## config.mk

```make
export PLATFORM = sky130hd
export DESIGN_NAME = hpc_div_cell
export DESIGN_NICKNAME = d
export VERILOG_FILES = /design/src/hw/rtl/hpc_pkg.sv /design/src/hw/rtl/hpc_div_cell.sv
export SDC_FILE = /design/constraint.sdc
export NUM_CORES = 1
export LEC_CHECK = 0
export ABC_AREA = 1
export BUFFER_PORTS_ARGS = -buffer_cell sky130_fd_sc_hd__buf_2
export CORE_ASPECT_RATIO = 1.1
export CORE_MARGIN = 2
export CORE_UTILIZATION = 35
export CTS_CLUSTER_DIAMETER = 120
export CTS_CLUSTER_SIZE = 16
export DETAILED_ROUTE_END_ITERATION = 7
export PLACE_DENSITY = 0.68
export SLEW_MARGIN = 40
export SYNTH_ARGS = -nofsm -noshare
export SYNTH_HDL_FRONTEND = slang
export SYNTH_SLANG_ARGS = --single-unit
```

## constraint.sdc

```tcl
create_clock -name clk -period 3.8 [get_ports clk]
set_clock_uncertainty 0.1 [all_clocks]
set_input_delay 0.57 -clock clk [delete_from_list [all_inputs] [get_ports clk]]
set_output_delay 0.57 -clock clk [all_outputs]
set_load 0.005 [all_outputs]
```

## src/hw/rtl/hpc_pkg.sv

```systemverilog
`timescale 1ns / 1ps
// ----------------------------------------------------------------------------
// Haversine proximity check package
// Shared widths, fixed-point constants, register indexes, datapath structs and
// the CORDIC arctangent step function.
// ----------------------------------------------------------------------------
package hpc_pkg;

  // Field widths of the channels and the configuration port.
  localparam int LAT_W  = 25;
  localparam int LON_W  = 26;
  localparam int KIND_W = 8;
  localparam int DIST_W = 25;
  localparam int CFG_W  = 25;
  localparam int CFG_IW = 1;

  // Register indexes of the configuration port.
  localparam logic [CFG_IW-1:0] REG_RADIUS     = 1'd0;
  localparam logic [CFG_IW-1:0] REG_TYPE_CHECK = 1'd1;
  localparam logic [CFG_W-1:0]  RADIUS_RST     = 25'd100;

  // Datapath geometry.
  localparam int CORDIC_STAGES = 24;
  localparam int SHW        = 5;                    // CORDIC shift index
  localparam int XW         = 44;                   // CORDIC x/y, Q40
  localparam int ZW         = 34;                   // CORDIC angle, Q30
  localparam int ZRW        = 35 - CORDIC_STAGES;   // residual angle after the last step
  localparam int TW         = 32;                   // sine and cosine, Q30
  localparam int RTW        = 62;                   // square root datapath
  localparam int RKW        = 5;
  localparam int ROOT_STEPS = 31;
  localparam int DQW        = 35 - CORDIC_STAGES;   // quotient bits of the residual divide
  localparam int DQIW       = $clog2(DQW);
  localparam int DVW        = XW + 30;              // divide remainder
  localparam int ANW        = 32;                   // half the central angle, Q30

  // Fixed-point constants.
  localparam logic [35:0] DEG5_K  = 36'd25152845341;  // pi/18000000 scaled by 2^57
  localparam logic [17:0] DEG5_KL = DEG5_K[17:0];
  localparam logic [17:0] DEG5_KH = DEG5_K[35:18];
  localparam logic signed [34:0] PI_Q29      = 35'sd1686629713;
  localparam logic signed [34:0] HALF_PI_Q29 = 35'sd843314857;
  localparam logic signed [34:0] TWO_PI_Q29  = 35'sd3373259426;
  localparam logic signed [XW-1:0] GAIN_INV_Q40 = 44'sd667681663042;
  localparam logic [60:0] ONE_Q60  = 61'd1 << 60;
  localparam logic [23:0] DIST_K   = 24'd12745590;    // twice the sphere radius in metres
  localparam logic [DIST_W-1:0] DIST_MAX = 25'd20100000;

  // CORDIC direction modes.
  localparam logic MODE_ROT = 1'b0;
  localparam logic MODE_VEC = 1'b1;

  localparam logic signed [ZW-1:0] ARC_TAB [0:10] = '{
    34'sd843314857, 34'sd497837829, 34'sd263043837, 34'sd133525159,
    34'sd67021687,  34'sd33543516,  34'sd16775851,  34'sd8388437,
    34'sd4194283,   34'sd2097149,   34'sd1048576
  };

  typedef struct packed {
    logic signed [XW-1:0] x;
    logic signed [XW-1:0] y;
    logic signed [ZW-1:0] z;
  } cordic_t;

  typedef struct packed {
    logic [RTW-1:0] v;
    logic [RTW-1:0] r;
  } root_t;

  typedef struct packed {
    logic [DVW-1:0]       rem;
    logic [XW-2:0]        dvs;
    logic [DQW-1:0]       quo;
    logic signed [ZW-1:0] z;
    logic                 neg;
    logic                 xpos;
  } div_t;

  // Arctangent of 2^-i in Q30; past the table the angle is taken as 2^-i itself.
  function automatic logic signed [ZW-1:0] arc_step(input logic [SHW-1:0] i);
    logic [32:0] t;
    t = ((33'd1 << 31) >> i) + 33'd1;
    if (i < 5'd11) begin
      arc_step = ARC_TAB[i[3:0]];
    end else begin
      arc_step = $signed(ZW'(t >> 1));
    end
  endfunction

endpackage

```

## src/hw/rtl/hpc_div_cell.sv

```systemverilog
`timescale 1ns / 1ps
// ----------------------------------------------------------------------------
// Divide cell
// One quotient bit of a restoring divide, registered.
// ----------------------------------------------------------------------------
module hpc_div_cell import hpc_pkg::*; (
  input  logic            clk,
  input  logic            en,
  input  logic [DQIW-1:0] k,
  input  div_t            d_i,
  output div_t            d_o
);

  div_t d_r, d_nxt;
  logic [DVW-1:0] trial;

  always_comb begin
    trial = DVW'(d_i.dvs) << k;
    d_nxt = d_i;
    if (d_i.rem >= trial) begin
      d_nxt.rem = d_i.rem - trial;
      d_nxt.quo = d_i.quo | (DQW'(1) << k);
    end
  end

  always_ff @(posedge clk) begin
    if (en) begin
      d_r <= d_nxt;
    end
  end

  assign d_o = d_r;

endmodule

```

Yosys cells after proc, flatten, opt, wreduce, memory -nomap -nowiden
Cells that the tools add are included.
{"block": "word_totals", "reg_bits": 164, "in_bits": 170, "output_inout_bits": 164, "elab_cells": 13}
{"block": "classes", "add_sub_neg": 1, "n_lt_le_gt_ge": 1, "shifts": 2, "n_mux": 2, "bitwise": 1}
{"op": "74-bit greater-or-equal comparator", "count": 1}
{"op": "74-bit two-way mux", "count": 1}
{"op": "43-bit by 4-bit left shift with 74-bit output", "count": 1}
{"op": "74-bit subtractor", "count": 1}
{"op": "11-bit two-way mux", "count": 1}
{"op": "11-bit OR", "count": 1}
{"op": "1-bit by 4-bit left shift with 11-bit output, first input constant", "count": 1}

Longest topological paths before layout
{"block": "logic_depth", "depth_word": 3, "depth_mapped": 29, "mapped_depth_nobuf": 26}

Worst setup path after synthesis
No wires, ideal clock.
{"block": "synth_timing", "kind": "input to register", "startpoint": "input port k[0]", "endpoint": "register d_r, in the netlist d_o[130], data pin", "setup_ns": 0.266, "arrival_time_ns": 3.471, "required_ns": 3.434, "setup_slack_ns": -0.037, "path_stages": 23, "path_buffers": 5, "path_cell_list": "clkbuf_1 -> buf_2 -> buf_1 -> nand2_1 -> nor2_1 -> o21ai_0 -> or2_2 -> ha_1 -> nand2_2 -> nor2_2 -> inv_2 -> nor2_4 -> nand2_1 -> nor2_1 -> nand3_1 -> nor2_1 -> nor2_1 -> nand2_2 -> inv_2 -> buf_6 -> buf_6 -> nand2_1 -> o21ai_1"}
{"element": "from (decl)", "line_no": "hpc_div_cell.sv:9", "text": "input logic [DQIW-1:0] k,"}
{"element": "to (signal assigned)", "line_no": "hpc_div_cell.sv:28", "text": "d_r <= d_nxt;"}
{"element": "to (decl)", "line_no": "hpc_div_cell.sv:14", "text": "div_t d_r, d_nxt;"}

==> results_dict.tcl <==
set metrics [dict create \
    status "finished, final reports clean" \
    antenna_left 0 \
    route.vias.total 16331 \
    yosys_most_used_dff "sky130_fd_sc_hd__edfxtp_1" \
    wirelength_mm 61.9 \
    ys.warnings.count 0 \
    pin_count_of_the_biggest_net_entering_global_routing 69 \
    slew_viol_final 0 \
    total_leakage_power_nw 10.7 \
    drt-wirelength-per-cell_um 18.3 \
    post_cts_hold_buffer_count 0 \
    gp_congestion 0.984 \
    hold-worst-slack_ns 0.169 \
    cp_cell_sequence "clkbuf_4 -> buf_4 -> o21ai_0 -> inv_1 -> nand2_1 -> o21ai_0 -> o21ai_0 -> mux2i_1 -> ha_1 -> nand2_1 -> nor2_2 -> inv_1 -> nor3_2 -> nand3_2 -> nand3_2 -> nand2_1 -> nand2_4 -> buf_12 -> inv_6 -> clkbuf_16 -> nand2_1 -> o21ai_1" \
    first_pass_iters 5 \
    die_area_mm2 0.0424 \
    height_of_the_die_um 216 \
    start_util_pct 35.5 \
    antenna_found_initial 5 \
    synth_area_per_cell_um2 6.58 \
    post_synthesis_net_count 2398 \
    layout.cells.most_common "sky130_fd_sc_hd__nand2_1" \
    cap_violations 0 \
    cp_max_stage_cell "sky130_fd_sc_hd__ha_1" \
    number_of_endpoints_failing_setup_at_the_final_stage 0 \
    crit_path_max_incr_delay_ns 0.38 \
    cp_num_buf_inv 7 \
    h-tree-depth 4 \
    first_global_vias 15834 \
    min_path_cells 1 \
    netlist_area_mm2 0.0143 \
    type_of_the_worst_setup_path "input port to flop" \
    num_io_pins 334 \
    cts.sinks 164 \
    ir_drop_uv 347 \
    clk_path_buf_depth 2 \
    hold_path_startpoint "d_i[15]" \
    multi_input_comb_area_mm2 0.00793 \
    critical-path-top-cell-by-count "sky130_fd_sc_hd__nand2_1" \
    async_reset_ff_share_pct 0 \
    cts_tree "yes" \
    critical_path.startpoint_type "input port" \
    largest_reg_flops 164 \
    setup_repair_after_global_routing_missed_its_margin "yes" \
    postLayoutSetupSlackWorst_ns 0.0803 \
    drt_first_iter_violations 1210 \
    die_w_um 196 \
    num-fill-cells 4071 \
    clk_transition_reported_paths_ns 0.07 \
    sequential_cell_area_mm2 0.00492 \
    globalRouteOverflowTotal 0 \
    timing.hold.worst_endpoint "d_o[15]" \
    post_synth_num_cell_types 39 \
    timing.max_slew.rel_slack_pct 53.0 \
    crit_path_max_fanout 12 \
    ys_seq_area_share_pct 34.5 \
    cts-root-buf "sky130_fd_sc_hd__clkbuf_16" \
    place_ws_ns -0.438 \
    yosys_register_bits 164 \
    synth_enable_flop_cells 164 \
    post-dp-hpwl_mm 52.7 \
    post_synth_inst_count 2168 \
    timing.final.crit_share_pct 97.9 \
    area_delta_synth_final_pct 42.3 \
    portBuffers 333 \
    vias_per_cell 4.82 \
    most-common-layout-cells "sky130_fd_sc_hd__nand2_1, sky130_fd_sc_hd__buf_4, sky130_fd_sc_hd__inv_1" \
    cellPowerDensity_mw_per_mm2 358 \
    hold_violations 0 \
    drc 0 \
    setup.worst_path.end_class "flop" \
    rows 77 \
    finalCriticalPeriod_ns 3.72 \
    worst-endpoint-arrival_ns 3.83 \
    hp-class "input port to flop" \
    crit_required_ns 3.92 \
    critPathTopFamily "simple AND/OR/NAND/NOR gates" \
    cts_buffers 17 \
    nNetsFinal 3091 \
    total_core_area_mm2 0.0402 \
    maximum_clock_frequency_mhz 269 \
    gr-usage-all-layers_pct 28.5 \
    grt_pass1_wl_mm 90.0 \
    max_slew.worst_pin.slew_ns 0.704 \
    drive_above_1_share_pct 29.8 \
]
## per-layer routing
metal | global-route usage (%) | wire length [µm] | vias up | part of all wire [%]
li1 | - | - | 8241 | -
met1 | 36.3 | 26800 | 7446 | 43
met2 | 50.5 | 29800 | 542 | 48
met3 | 3.33 | 3300 | 100 | 5.3
met4 | 8.71 | 1990 | 2 | 3.2
met5 | 0 | 13 | - | 0.021
## report_power, final
part	leakage (nW)	total, W	switching, W	internal, W
Clock	0.297	0.00180	0.000860	0.000942
Sequential	1.61	0.00236	0.0000701	0.00229
Combinational	8.77	0.00309	0.00174	0.00135
## worst max path at each step
stage | from | to | slack (ns) | cells after the start
finish | k[0] | d_o[105] | 0.08 | 22
global route | k[0] | d_o[104] | -0.06 | 22
CTS | k[1] | d_o[140] | 0.06 | 21
detailed placement | k[0] | d_o[140] | -0.44 | 21
global placement | k[1] | d_o[140] | -0.43 | 21
floorplan | k[0] | d_o[130] | 0.03 | 25
## cell type report
type / instances / area share (%)
Antenna cell: 4 / 0.0493
Clock buffer: 17 / 2.10
Clock inverter: 15 / 0.888
Inverter: 352 / 6.57
Multi-Input combinational cell: 1602 / 39.1
Sequential cell: 164 / 24.3
Tap cell: 513 / 3.16
Timing Repair Buffer: 723 / 23.8
Timing Repair inverter: 1 / 0.0432
## synthesized netlist by cell type (2+ instances only)
cell type	instances	share of area, %
sky130_fd_sc_hd__or2_2	5	0.22
sky130_fd_sc_hd__nand4_1	30	1.3
sky130_fd_sc_hd__buf_1	6	0.16
sky130_fd_sc_hd__clkinv_1	2	0.053
sky130_fd_sc_hd__o21ai_2	2	0.12
sky130_fd_sc_hd__nor2_1	166	4.4
sky130_fd_sc_hd__buf_2	5	0.18
sky130_fd_sc_hd__ha_1	59	5.2
sky130_fd_sc_hd__o21ai_0	108	3.8
sky130_fd_sc_hd__o21ai_1	35	1.2
sky130_fd_sc_hd__nand3b_1	12	0.63
sky130_fd_sc_hd__mux2i_1	26	1.8
sky130_fd_sc_hd__a21oi_1	53	1.9
sky130_fd_sc_hd__nand2_1	891	23
sky130_fd_sc_hd__a22oi_1	4	0.21
sky130_fd_sc_hd__o21bai_1	3	0.16
sky130_fd_sc_hd__nand2_2	2	0.088
sky130_fd_sc_hd__nand3_1	118	4.1
sky130_fd_sc_hd__clkbuf_1	31	0.82
sky130_fd_sc_hd__a31oi_1	3	0.13
sky130_fd_sc_hd__o21bai_4	10	1.3
sky130_fd_sc_hd__buf_6	7	0.55
sky130_fd_sc_hd__edfxtp_1	164	35
sky130_fd_sc_hd__nor4_1	3	0.13
sky130_fd_sc_hd__xor2_1	4	0.25
sky130_fd_sc_hd__xnor2_1	36	2.2
sky130_fd_sc_hd__a21oi_2	10	0.61
sky130_fd_sc_hd__inv_1	332	8.7
sky130_fd_sc_hd__nor3_1	7	0.25
sky130_fd_sc_hd__nor2_2	8	0.35
sky130_fd_sc_hd__inv_2	18	0.47
## stage by stage
step	area [µm²]	util, %	setup TNS (ns)	std cells	total power [W]
3_3_place_gp	19300	48.1	-29.46	3343	0.00538
4_1_cts	19900	49.6	0	3375	0.00723
3_5_place_dp	19300	48.1	-30.48	3343	0.00540
5_1_grt	20300	50.5	-1.47	3389	0.00766
2_1_floorplan	14300	-	0	2168	0.00378
6_report	20300	50.5	0	3391	0.00726
## cells by family (layout without fill, tap and decap cells)
| family | Yosys count | after routing | synth area share (%) |
|---|---|---|---|
| buf+inv | 402 | 1108 | 11.1 |
| xor+xnor | 40 | 40 | 2.46 |
| flops | 164 | 164 | 34.5 |
| simple gates | 1247 | 1247 | 35.3 |
| mux | 26 | 26 | 1.83 |
| other cells | 0 | 4 | 0 |
| compound gates | 229 | 229 | 9.51 |
| fa+ha+maj | 60 | 60 | 5.32 |
## what timing repair did
action	4_1_cts	5_1_grt
setup endpoints to repair	0	85
hold endpoints to repair	0	0
gates resized for setup	0	84
setup buffers	0	7
No activity file was read; power rests on OpenSTA's default activity.
