--- src/hw/rtl/hpc_pkg.sv ---
`timescale 1ns / 1ps
// ----------------------------------------------------------------------------
// Haversine proximity check package
// Shared widths, fixed-point constants, register indexes, datapath structs and
// the CORDIC arctangent step function.
// ----------------------------------------------------------------------------
package hpc_pkg;

  // Field widths of the channels and the configuration port.
  localparam int LAT_W  = 25;
  localparam int LON_W  = 26;
  localparam int KIND_W = 8;
  localparam int DIST_W = 25;
  localparam int CFG_W  = 25;
  localparam int CFG_IW = 1;

  // Register indexes of the configuration port.
  localparam logic [CFG_IW-1:0] REG_RADIUS     = 1'd0;
  localparam logic [CFG_IW-1:0] REG_TYPE_CHECK = 1'd1;
  localparam logic [CFG_W-1:0]  RADIUS_RST     = 25'd100;

  // Datapath geometry.
  localparam int CORDIC_STAGES = 24;
  localparam int SHW        = 5;                    // CORDIC shift index
  localparam int XW         = 44;                   // CORDIC x/y, Q40
  localparam int ZW         = 34;                   // CORDIC angle, Q30
  localparam int ZRW        = 35 - CORDIC_STAGES;   // residual angle after the last step
  localparam int TW         = 32;                   // sine and cosine, Q30
  localparam int RTW        = 62;                   // square root datapath
  localparam int RKW        = 5;
  localparam int ROOT_STEPS = 31;
  localparam int DQW        = 35 - CORDIC_STAGES;   // quotient bits of the residual divide
  localparam int DQIW       = $clog2(DQW);
  localparam int DVW        = XW + 30;              // divide remainder
  localparam int ANW        = 32;                   // half the central angle, Q30

  // Fixed-point constants.
  localparam logic [35:0] DEG5_K  = 36'd25152845341;  // pi/18000000 scaled by 2^57
  localparam logic [17:0] DEG5_KL = DEG5_K[17:0];
  localparam logic [17:0] DEG5_KH = DEG5_K[35:18];
  localparam logic signed [34:0] PI_Q29      = 35'sd1686629713;
  localparam logic signed [34:0] HALF_PI_Q29 = 35'sd843314857;
  localparam logic signed [34:0] TWO_PI_Q29  = 35'sd3373259426;
  localparam logic signed [XW-1:0] GAIN_INV_Q40 = 44'sd667681663042;
  localparam logic [60:0] ONE_Q60  = 61'd1 << 60;
  localparam logic [23:0] DIST_K   = 24'd12745590;    // twice the sphere radius in metres
  localparam logic [DIST_W-1:0] DIST_MAX = 25'd20100000;

  // CORDIC direction modes.
  localparam logic MODE_ROT = 1'b0;
  localparam logic MODE_VEC = 1'b1;

  localparam logic signed [ZW-1:0] ARC_TAB [0:10] = '{
    34'sd843314857, 34'sd497837829, 34'sd263043837, 34'sd133525159,
    34'sd67021687,  34'sd33543516,  34'sd16775851,  34'sd8388437,
    34'sd4194283,   34'sd2097149,   34'sd1048576
  };

  typedef struct packed {
    logic signed [XW-1:0] x;
    logic signed [XW-1:0] y;
    logic signed [ZW-1:0] z;
  } cordic_t;

  typedef struct packed {
    logic [RTW-1:0] v;
    logic [RTW-1:0] r;
  } root_t;

  typedef struct packed {
    logic [DVW-1:0]       rem;
    logic [XW-2:0]        dvs;
    logic [DQW-1:0]       quo;
    logic signed [ZW-1:0] z;
    logic                 neg;
    logic                 xpos;
  } div_t;

  // Arctangent of 2^-i in Q30; past the table the angle is taken as 2^-i itself.
  function automatic logic signed [ZW-1:0] arc_step(input logic [SHW-1:0] i);
    logic [32:0] t;
    t = ((33'd1 << 31) >> i) + 33'd1;
    if (i < 5'd11) begin
      arc_step = ARC_TAB[i[3:0]];
    end else begin
      arc_step = $signed(ZW'(t >> 1));
    end
  endfunction

endpackage

--- src/hw/rtl/hpc_root_cell.sv ---
`timescale 1ns / 1ps
// ----------------------------------------------------------------------------
// Square root cell
// One result bit of a bit-pair integer square root, registered.
// ----------------------------------------------------------------------------
module hpc_root_cell import hpc_pkg::*; (
  input  logic           clk,
  input  logic           en,
  input  logic [RKW-1:0] k,
  input  root_t          d_i,
  output root_t          d_o
);

  root_t d_r, d_nxt;
  logic [RTW-1:0] bitv, t;

  always_comb begin
    bitv  = RTW'(1) << {k, 1'b0};
    t     = d_i.r + bitv;
    d_nxt = d_i;
    if (d_i.v >= t) begin
      d_nxt.v = d_i.v - t;
      d_nxt.r = (d_i.r >> 1) + bitv;
    end else begin
      d_nxt.r = d_i.r >> 1;
    end
  end

  always_ff @(posedge clk) begin
    if (en) begin
      d_r <= d_nxt;
    end
  end

  assign d_o = d_r;

endmodule

--- config.mk ---
export PLATFORM = sky130hd
export DESIGN_NAME = hpc_root_cell
export DESIGN_NICKNAME = d
export VERILOG_FILES = /design/src/hw/rtl/hpc_pkg.sv /design/src/hw/rtl/hpc_root_cell.sv
export SDC_FILE = /design/constraint.sdc
export NUM_CORES = 1
export LEC_CHECK = 0
export BUFFER_PORTS_ARGS = -buffer_cell sky130_fd_sc_hd__buf_2
export CELL_PAD_IN_SITES_DETAIL_PLACEMENT = 2
export CELL_PAD_IN_SITES_GLOBAL_PLACEMENT = 2
export CORE_MARGIN = 4
export CORE_UTILIZATION = 34
export DETAILED_ROUTE_END_ITERATION = 10
export GPL_TIMING_DRIVEN = 0
export PLACE_DENSITY_LB_ADDON = 0.1
export SYNTH_ARGS = -nofsm -noshare
export SYNTH_HDL_FRONTEND = slang
export SYNTH_SLANG_ARGS = --single-unit
--- constraint.sdc ---
create_clock -name clk -period 7.5 [get_ports clk]
set_clock_uncertainty 0.1 [all_clocks]
set_input_delay 0.375 -clock clk [delete_from_list [all_inputs] [get_ports clk]]
set_output_delay 0.375 -clock clk [all_outputs]
set_load 0.005 [all_outputs]
## Word-level counts from Yosys, hierarchy flattened

Index checks and enable logic that the tools add are counted.
Widths: inputs -> output; s select.

| operators by class | value |
|---|---|
| add/sub/neg operators | 3 |
| multipliers | 0 |
| div/mod/pow operators | 0 |
| order comparisons | 1 |
| equal/unequal tests | 0 |
| shift-type cells | 1 |
| muxes and demuxes | 2 |
| bitwise logic cells | 0 |
| reductions and logical operators | 0 |

Operators by type and width:

| operator | count |
|---|---|
| $add 61x62->62 | 1 |
| $add 62x62->62 | 1 |
| $ge 62x62->1 | 1 |
| $mux 62 | 1 |
| $shl 1x6->62 const A | 1 |
| $sub 62x62->62 | 1 |
| $mux 61 | 1 |

| storage, ports and cells | value |
|---|---|
| register bits after elaboration | 124 |
| latch bits | 0 |
| RAM bits | 0 |
| bits in read-only memories | 0 |
| bits of input ports | 131 |
| output and inout port bits | 124 |
| logic and storage cells | 10 |
| memories kept | 0 |

## Depth between registers and ports, before layout

Gate-level depths: netlist of the first run.

| logic depth | value |
|---|---|
| depth after elaboration | 4 |
| mapped depth | 32 |
| gate-level depth less buffers | 25 |

## Worst setup path before layout of the first run

No wires, ideal clock.

| path | value |
|---|---|
| kind | input port to flip-flop |
| start | input port k[2] |
| end | register d_r, in the netlist d_o[23], data pin |
| library setup time | 258 ps |
| arrival | 6030 ps |
| required time | 7142 ps |
| path slack | 1113 ps |
| stages on the path | 30 |
| buffers on the path | 7 |
| path through | buf_2 > or2_1 > buf_2 > buf_2 > nor2_1 > ha_1 > ha_1 > nor2_1 > o31ai_1 > o2bb2ai_1 > o21a_1 > a41oi_1 > o31a_1 > o41a_1 > nor2b_1 > o21ai_0 > xor2_1 > ha_1 > clkbuf_1 > a21o_1 > a21o_1 > a21oi_1 > o21bai_1 > a311o_1 > a211oi_1 > clkbuf_1 > buf_2 > buf_2 > nor2_1 > xnor2_1 |

RTL lines:

| item | line | RTL |
|---|---|---|
| from (decl) | hpc_root_cell.sv:9 | `input logic [RKW-1:0] k,` |
| to (signal assigned) | hpc_root_cell.sv:31 | `d_r <= d_nxt;` |
| to (decl) | hpc_root_cell.sv:14 | `root_t d_r, d_nxt;` |

==> results of run 1 <==
## routing by layer
metal  up-vias  track usage
met5         -            0
met4         4      0.06640
met3        62      0.03074
met2       337       0.4595
met1      7535       0.3983
li1       7021            -
## critical path: cells and delay by family
kind            cells  cell delay, ns
compound gates     14            3.48
xor+xnor            1            0.40
fa+ha+maj           2            0.77
buf+inv             8            1.81
simple gates        4            0.47
## cells by family after synthesis
kind of cell,after synthesis,share of synthesized area
XOR/XNOR,187,0.1168
AND/OR/NAND/NOR,602,0.2059
adder cells (fa/ha/maj),111,0.09884
AO/OA/AOI/OAI,577,0.2669
buffers and inverters,132,0.03836
multiplexers,10,0.007761
flip-flops,124,0.2655
## where the power goes
group          switching [mW]  total, mW  internal, mW  leakage, nW
Combinational           0.662       1.02         0.361         5.27
Sequential             0.0244      0.903         0.879         1.21
Clock                   0.351      0.832         0.481        0.270
## worst paths after layout
| path | end | cells past startpoint |
|---|---|---|
| setup / recovery | d_o[66] | 29 |
| hold / removal | d_o[115] | 3 |
## layout by cell type, fill, tap and decap left out, types with 7 or more instances in the layout
cell type  count
buf_2        257
nand2_1      202
o21ai_0      158
nor2_1       151
a21oi_1      135
edfxtp_1     124
ha_1         106
xnor2_1       96
xor2_1        91
clkbuf_1      51
a21o_1        46
inv_1         43
nand4_1       41
a31oi_1       37
nor3_1        31
o21bai_1      30
nand3_1       29
and3_1        26
nand2b_1      23
and2_1        23
clkbuf_16     17
nor2b_1       15
a211oi_1      14
o211ai_1      13
or3_1         11
o31ai_1       11
and4_1         9
a21boi_0       9
o22ai_1        8
a221oi_1       8
a31o_2         8
buf_6          7
o31a_1         7
a41oi_1        7
or2_2          7
o21a_1         7
buf_4          7
mux2_2         7
## area by class of cell
cell class                      instances  share of cell area
Antenna cell                            2           0.0003006
Buffer                                 88             0.02638
Clock buffer                           18             0.02577
Clock inverter                         14            0.007740
Inverter                               44            0.009919
Multi-Input combinational cell       1487              0.5900
Sequential cell                       124              0.2236
Tap cell                              532             0.03998
Timing Repair Buffer                  246             0.07627
## stage by stage
step	util	power [mW]	TNS [ns]	setup WS, ns	cell area, µm²
finish	0.4078	2.759	0	0.2722	16650
global placement	0.3893	1.874	-264.96	-2.641	15900
floorplan	-	1.470	0	1.113	14030
detailed placement	0.3904	1.905	-200.37	-2.129	15940
global route	0.4078	2.902	-0.09438	-0.03118	16650
CTS	0.4063	2.762	0	0.06511	16590
## timing repair
item                                   CTS  global route
setup buffers                            2             1
setup endpoints to repair              124           124
resized for setup                       27            23
pin swaps                                2             3
endpoints found under the hold margin    0             0
==> results.json, run 1 <==
{
  "outcome": "finished, final reports clean",
  "hpwl_um": 51520,
  "synth_seq_cells": 124,
  "arrival_ns": 7.32,
  "wl_um": 64330,
  "routed-via-count": 14960,
  "wl_met3_um": 2374,
  "postRouteAntennaNets": 0,
  "ys_top_cells_by_count": "202 x nand2_1, 159 x o21ai_0, 151 x nor2_1",
  "min_period_ns": 7.228,
  "yosysMostFrequentCell": "nand2_1",
  "power_density_mw_per_mm2": 165.7,
  "pin_count": 255,
  "top_layer_used": "met5",
  "instances_no_fill": 2555,
  "area_delta_synth_final_pct": 18.72,
  "period_share": 0.9637,
  "nets": 2246,
  "drtIter0Drc": 910,
  "gp_congestion": 0.8978,
  "cpMaxStageDelayCell": "ha_1",
  "drive_gt1_frac": 0.1737,
  "clock_sinks": 124,
  "cts_tree": "built",
  "syn_avg_cell_area_um2": 8.047,
  "grt_first_pass_wirelength_um": 96580,
  "cp-start-kind": "input pin",
  "yosysWarnings": 0,
  "critPathKind": "in -> reg",
  "wirelength_met1_um": 30810,
  "die_w_um": 211.1,
  "track_usage": 0.2804,
  "end_kind": "register",
  "slew_violations": 0,
  "multi_input_area_mm2": 0.009824,
  "leakage_nw": 6.748,
  "cts-root-buf": "clkbuf_16",
  "synth_edf_count": 124,
  "start_util": 0.3435,
  "synth_area_leaders": "edfxtp_1 27%, ha_1 9.5%, xnor2_1 6.0%, xor2_1 5.7%, o21ai_0 5.7%",
  "synth_seq_area_share": 0.2655,
  "cpPeakStageDelay_ns": 0.45,
  "dieArea_mm2": 0.04457,
  "whs_ns": 0.1195,
  "antenna_found_initial": 6,
  "drt_first_pass_iters": 5,
  "yosysTopAreaCellShare": 0.2655,
  "worstPathMaxFanout": 10,
  "htreeDepth": 4,
  "wire_per_inst_um": 25.18,
  "grt-ovfl-total": 0,
  "syn_area_mm2": 0.01403,
  "via_per_inst": 5.855,
  "crit_path_start": "k[0]",
  "seq_area_mm2": 0.003724,
  "synthArstFlopShare": 0,
  "synth_cell_types": 90,
  "ir_worst_vdd_mv": 0.1691,
  "relSlewSlack": 0.3815,
  "hold_path_class": "in -> reg",
  "cp_common_cell": "buf_2",
  "finalSetupViolations": 0,
  "fill_cells": 4695,
  "grt_max_degree": 65,
  "worstMarginPinSlew_ns": 0.9278,
  "synth_cells": 1743,
  "yosys.area.top_type": "edfxtp_1",
  "cts_buffer_depth": 2,
  "core_mm2": 0.04083,
  "dp.cells": 2518,
  "die_h_um": 211.1,
  "port_buffers": 241,
  "cap_violations": 0,
  "min_from": "d_i[115]",
  "drc_errors": 0,
  "numCtsBuffers": 17,
  "ys.flop_type": "edfxtp_1",
  "synth_nets": 1981,
  "required_ns": 7.59,
  "largest_register_ff_count": 124,
  "wl_met2_um": 30070,
  "clk_pin_slew_worst_paths_ns": 0.06,
  "hold_buffers": 0,
  "fmax_ghz": 0.1384,
  "hold_violations": 0,
  "core.rowCount": 74,
  "grt_pass1_vias": 15730
}
Note: power is estimated with default switching activity, not from simulation.
==> run 2: changes to the inputs <==
--- a/config.mk
+++ b/config.mk
@@ -6,12 +6,14 @@
 export NUM_CORES = 1
 export LEC_CHECK = 0
 export BUFFER_PORTS_ARGS = -buffer_cell sky130_fd_sc_hd__buf_2
+export CAP_MARGIN = 20
 export CELL_PAD_IN_SITES_DETAIL_PLACEMENT = 2
 export CELL_PAD_IN_SITES_GLOBAL_PLACEMENT = 2
+export CORE_ASPECT_RATIO = 1.2
 export CORE_MARGIN = 4
 export CORE_UTILIZATION = 34
 export DETAILED_ROUTE_END_ITERATION = 10
-export GPL_TIMING_DRIVEN = 0
+export GPL_TIMING_DRIVEN = 1
 export PLACE_DENSITY_LB_ADDON = 0.1
 export SYNTH_ARGS = -nofsm -noshare
 export SYNTH_HDL_FRONTEND = slang
==> run 2 against run 1 <==
Net effect: fmax increased by 3.7%; combinational power decreased by 6%; die area about the same; non-clock buffer count decreased by 53; final cell count decreased by 1.8%; global-route usage decreased by 1.3 points; hold slack got worse by 0.024 ns; largest cell class unchanged; highest routed layer is now met4.
==> results.json, run 2 (same netlist as run 1, synthesis figures left out) <==
{
  "nets": 2193,
  "final_cell_area_mm2": 0.01645,
  "core_mm2": 0.04074,
  "wl_met2_um": 32710,
  "dieArea_mm2": 0.04458,
  "finalSetupViolations": 0,
  "fmax_ghz": 0.1435,
  "wire_per_inst_um": 24.48,
  "die_w_um": 193.4,
  "required_ns": 7.61,
  "cap_violations": 0,
  "tns_ns": 0,
  "drc_errors": 0,
  "area_delta_synth_final_pct": 17.25,
  "placed_cell_area_mm2": 0.01587,
  "critPathKind": "in -> reg",
  "numCtsBuffers": 17,
  "core.rowCount": 81,
  "antenna_found_initial": 2,
  "dp_slack_ns": 0.1601,
  "worst_slack_ns": 0.5325,
  "hold_violations": 0,
  "relSlewSlack": 0.3551,
  "power_density_mw_per_mm2": 166.5,
  "track_usage": 0.2670,
  "end_kind": "register",
  "clk_pin_slew_worst_paths_ns": 0.07,
  "wl_um": 61430,
  "die_h_um": 230.5,
  "hpwl_um": 50500,
  "cts_tree": "built",
  "drtIter0Drc": 744,
  "rsz0062_at_grt": "false",
  "fill_cells": 4806,
  "cts_setup_buffers": 0,
  "grt_max_degree": 80,
  "routed-via-count": 14600,
  "cts.repair.resized": 0,
  "worstPathCellList": "buf_2 -> or3_1 -> nor2_1 -> ha_1 -> ha_1 -> nor2_1 -> o31ai_1 -> o2bb2ai_1 -> a211oi_1 -> o41ai_2 -> a31oi_1 -> o31ai_1 -> nand4_1 -> a21boi_1 -> xnor2_1 -> ha_1 -> and3_1 -> and3_1 -> nand4_1 -> o31ai_1 -> a211oi_4 -> buf_12 -> or4_1 -> o311a_1",
  "via_per_inst": 5.820,
  "leakage_nw": 6.687,
  "grt_pass1_vias": 15770,
  "worstPathMaxFanout": 79,
  "postRouteAntennaNets": 0,
  "ir_worst_vdd_mv": 0.1781,
  "worstMarginPinSlew_ns": 0.9592,
  "period_share": 0.9290,
  "drive_gt1_frac": 0.1748,
  "clock_sinks": 124,
  "hold_path_class": "in -> reg",
  "top_layer_used": "met4",
  "htreeDepth": 4,
  "wl_met3_um": 1844,
  "whs_ns": 0.09524,
  "arrival_ns": 7.08,
  "outcome": "finished, final reports clean",
  "wirelength_met1_um": 25180,
  "cpPeakStageDelay_ns": 0.54,
  "crit_path_start": "k[1]",
  "gp_congestion": 0.8877,
  "port_buffers": 254,
  "grt_first_pass_wirelength_um": 93740,
  "dp.cells": 2475,
  "slew_violations": 0,
  "crit_end": "d_o[57]",
  "cts_buffer_depth": 2,
  "mostFrequentLayoutCell": "buf_2",
  "drt_first_pass_iters": 5,
  "start_util": 0.3443,
  "cts-root-buf": "clkbuf_16",
  "cpMaxStageDelayCell": "or3_1",
  "min_period_ns": 6.968,
  "instances_no_fill": 2509,
  "largest_register_ff_count": 124,
  "cp-start-kind": "input pin",
  "grt-ovfl-total": 0,
  "mostFrequentLayoutCells": "253 x buf_2, 202 x nand2_1, 159 x o21ai_0",
  "hold_buffers": 0,
  "pin_count": 255
}
[run 2: changes by cell type in the layout (fill, tap and decap cells not counted), sizes merged]
cell | previous run | this run
inv | 43 | 44
buf | 274 | 281
clkbuf | 78 | 17
[run 2: cell type report]
cell class	count	area, µm²	area share
Multi-Input combinational cell	1487	9777	0.5945
Sequential cell	124	3724	0.2264
Timing Repair Buffer	281	1526	0.09282
Tap cell	539	674.4	0.04101
Clock buffer	17	425.4	0.02587
Inverter	44	165.2	0.01004
Clock inverter	15	148.9	0.009054
Antenna cell	2	5.005	0.0003043
[run 2: through the flow]
stage,total power [mW],util
finish,2.738,0.4037
floorplan,1.470,-
detailed placement,1.883,0.3894
CTS,2.763,0.4035
global placement,1.859,0.3894
global route,2.879,0.4036
[run 2: layer usage]
metal	vias up	track usage
li1	6913	-
met1	7301	0.3080
met2	318	0.5088
met3	71	0.03284
met4	0	0.08876
met5	-	0
[run 2: critical path, delay by kind of cell]
family / cells / cell delay (ns)
XOR/XNOR: 1 / 0.13
adder cells (fa/ha/maj): 3 / 0.99
buffers and inverters: 2 / 0.37
AND/OR/NAND/NOR: 8 / 2.19
AO/OA/AOI/OAI: 10 / 2.96
[run 2: worst min-delay path by stage]
stage,slack (ns),depth (start not counted),to,from
2_1_floorplan,0.39,0,d_o[0],en
6_report,0.1,1,d_o[11],en
3_5_place_dp,0.57,1,d_o[11],en
3_3_place_gp,0.57,1,d_o[11],en
5_1_grt,0.09,1,d_o[11],en
4_1_cts,0.07,1,d_o[11],en
[run 2: report_power, final]
| part | leakage [nW] | internal (mW) | switching [mW] |
|---|---|---|---|
| Sequential | 1.21 | 0.880 | 0.0311 |
| Combinational | 5.20 | 0.355 | 0.603 |
| Clock | 0.274 | 0.487 | 0.382 |
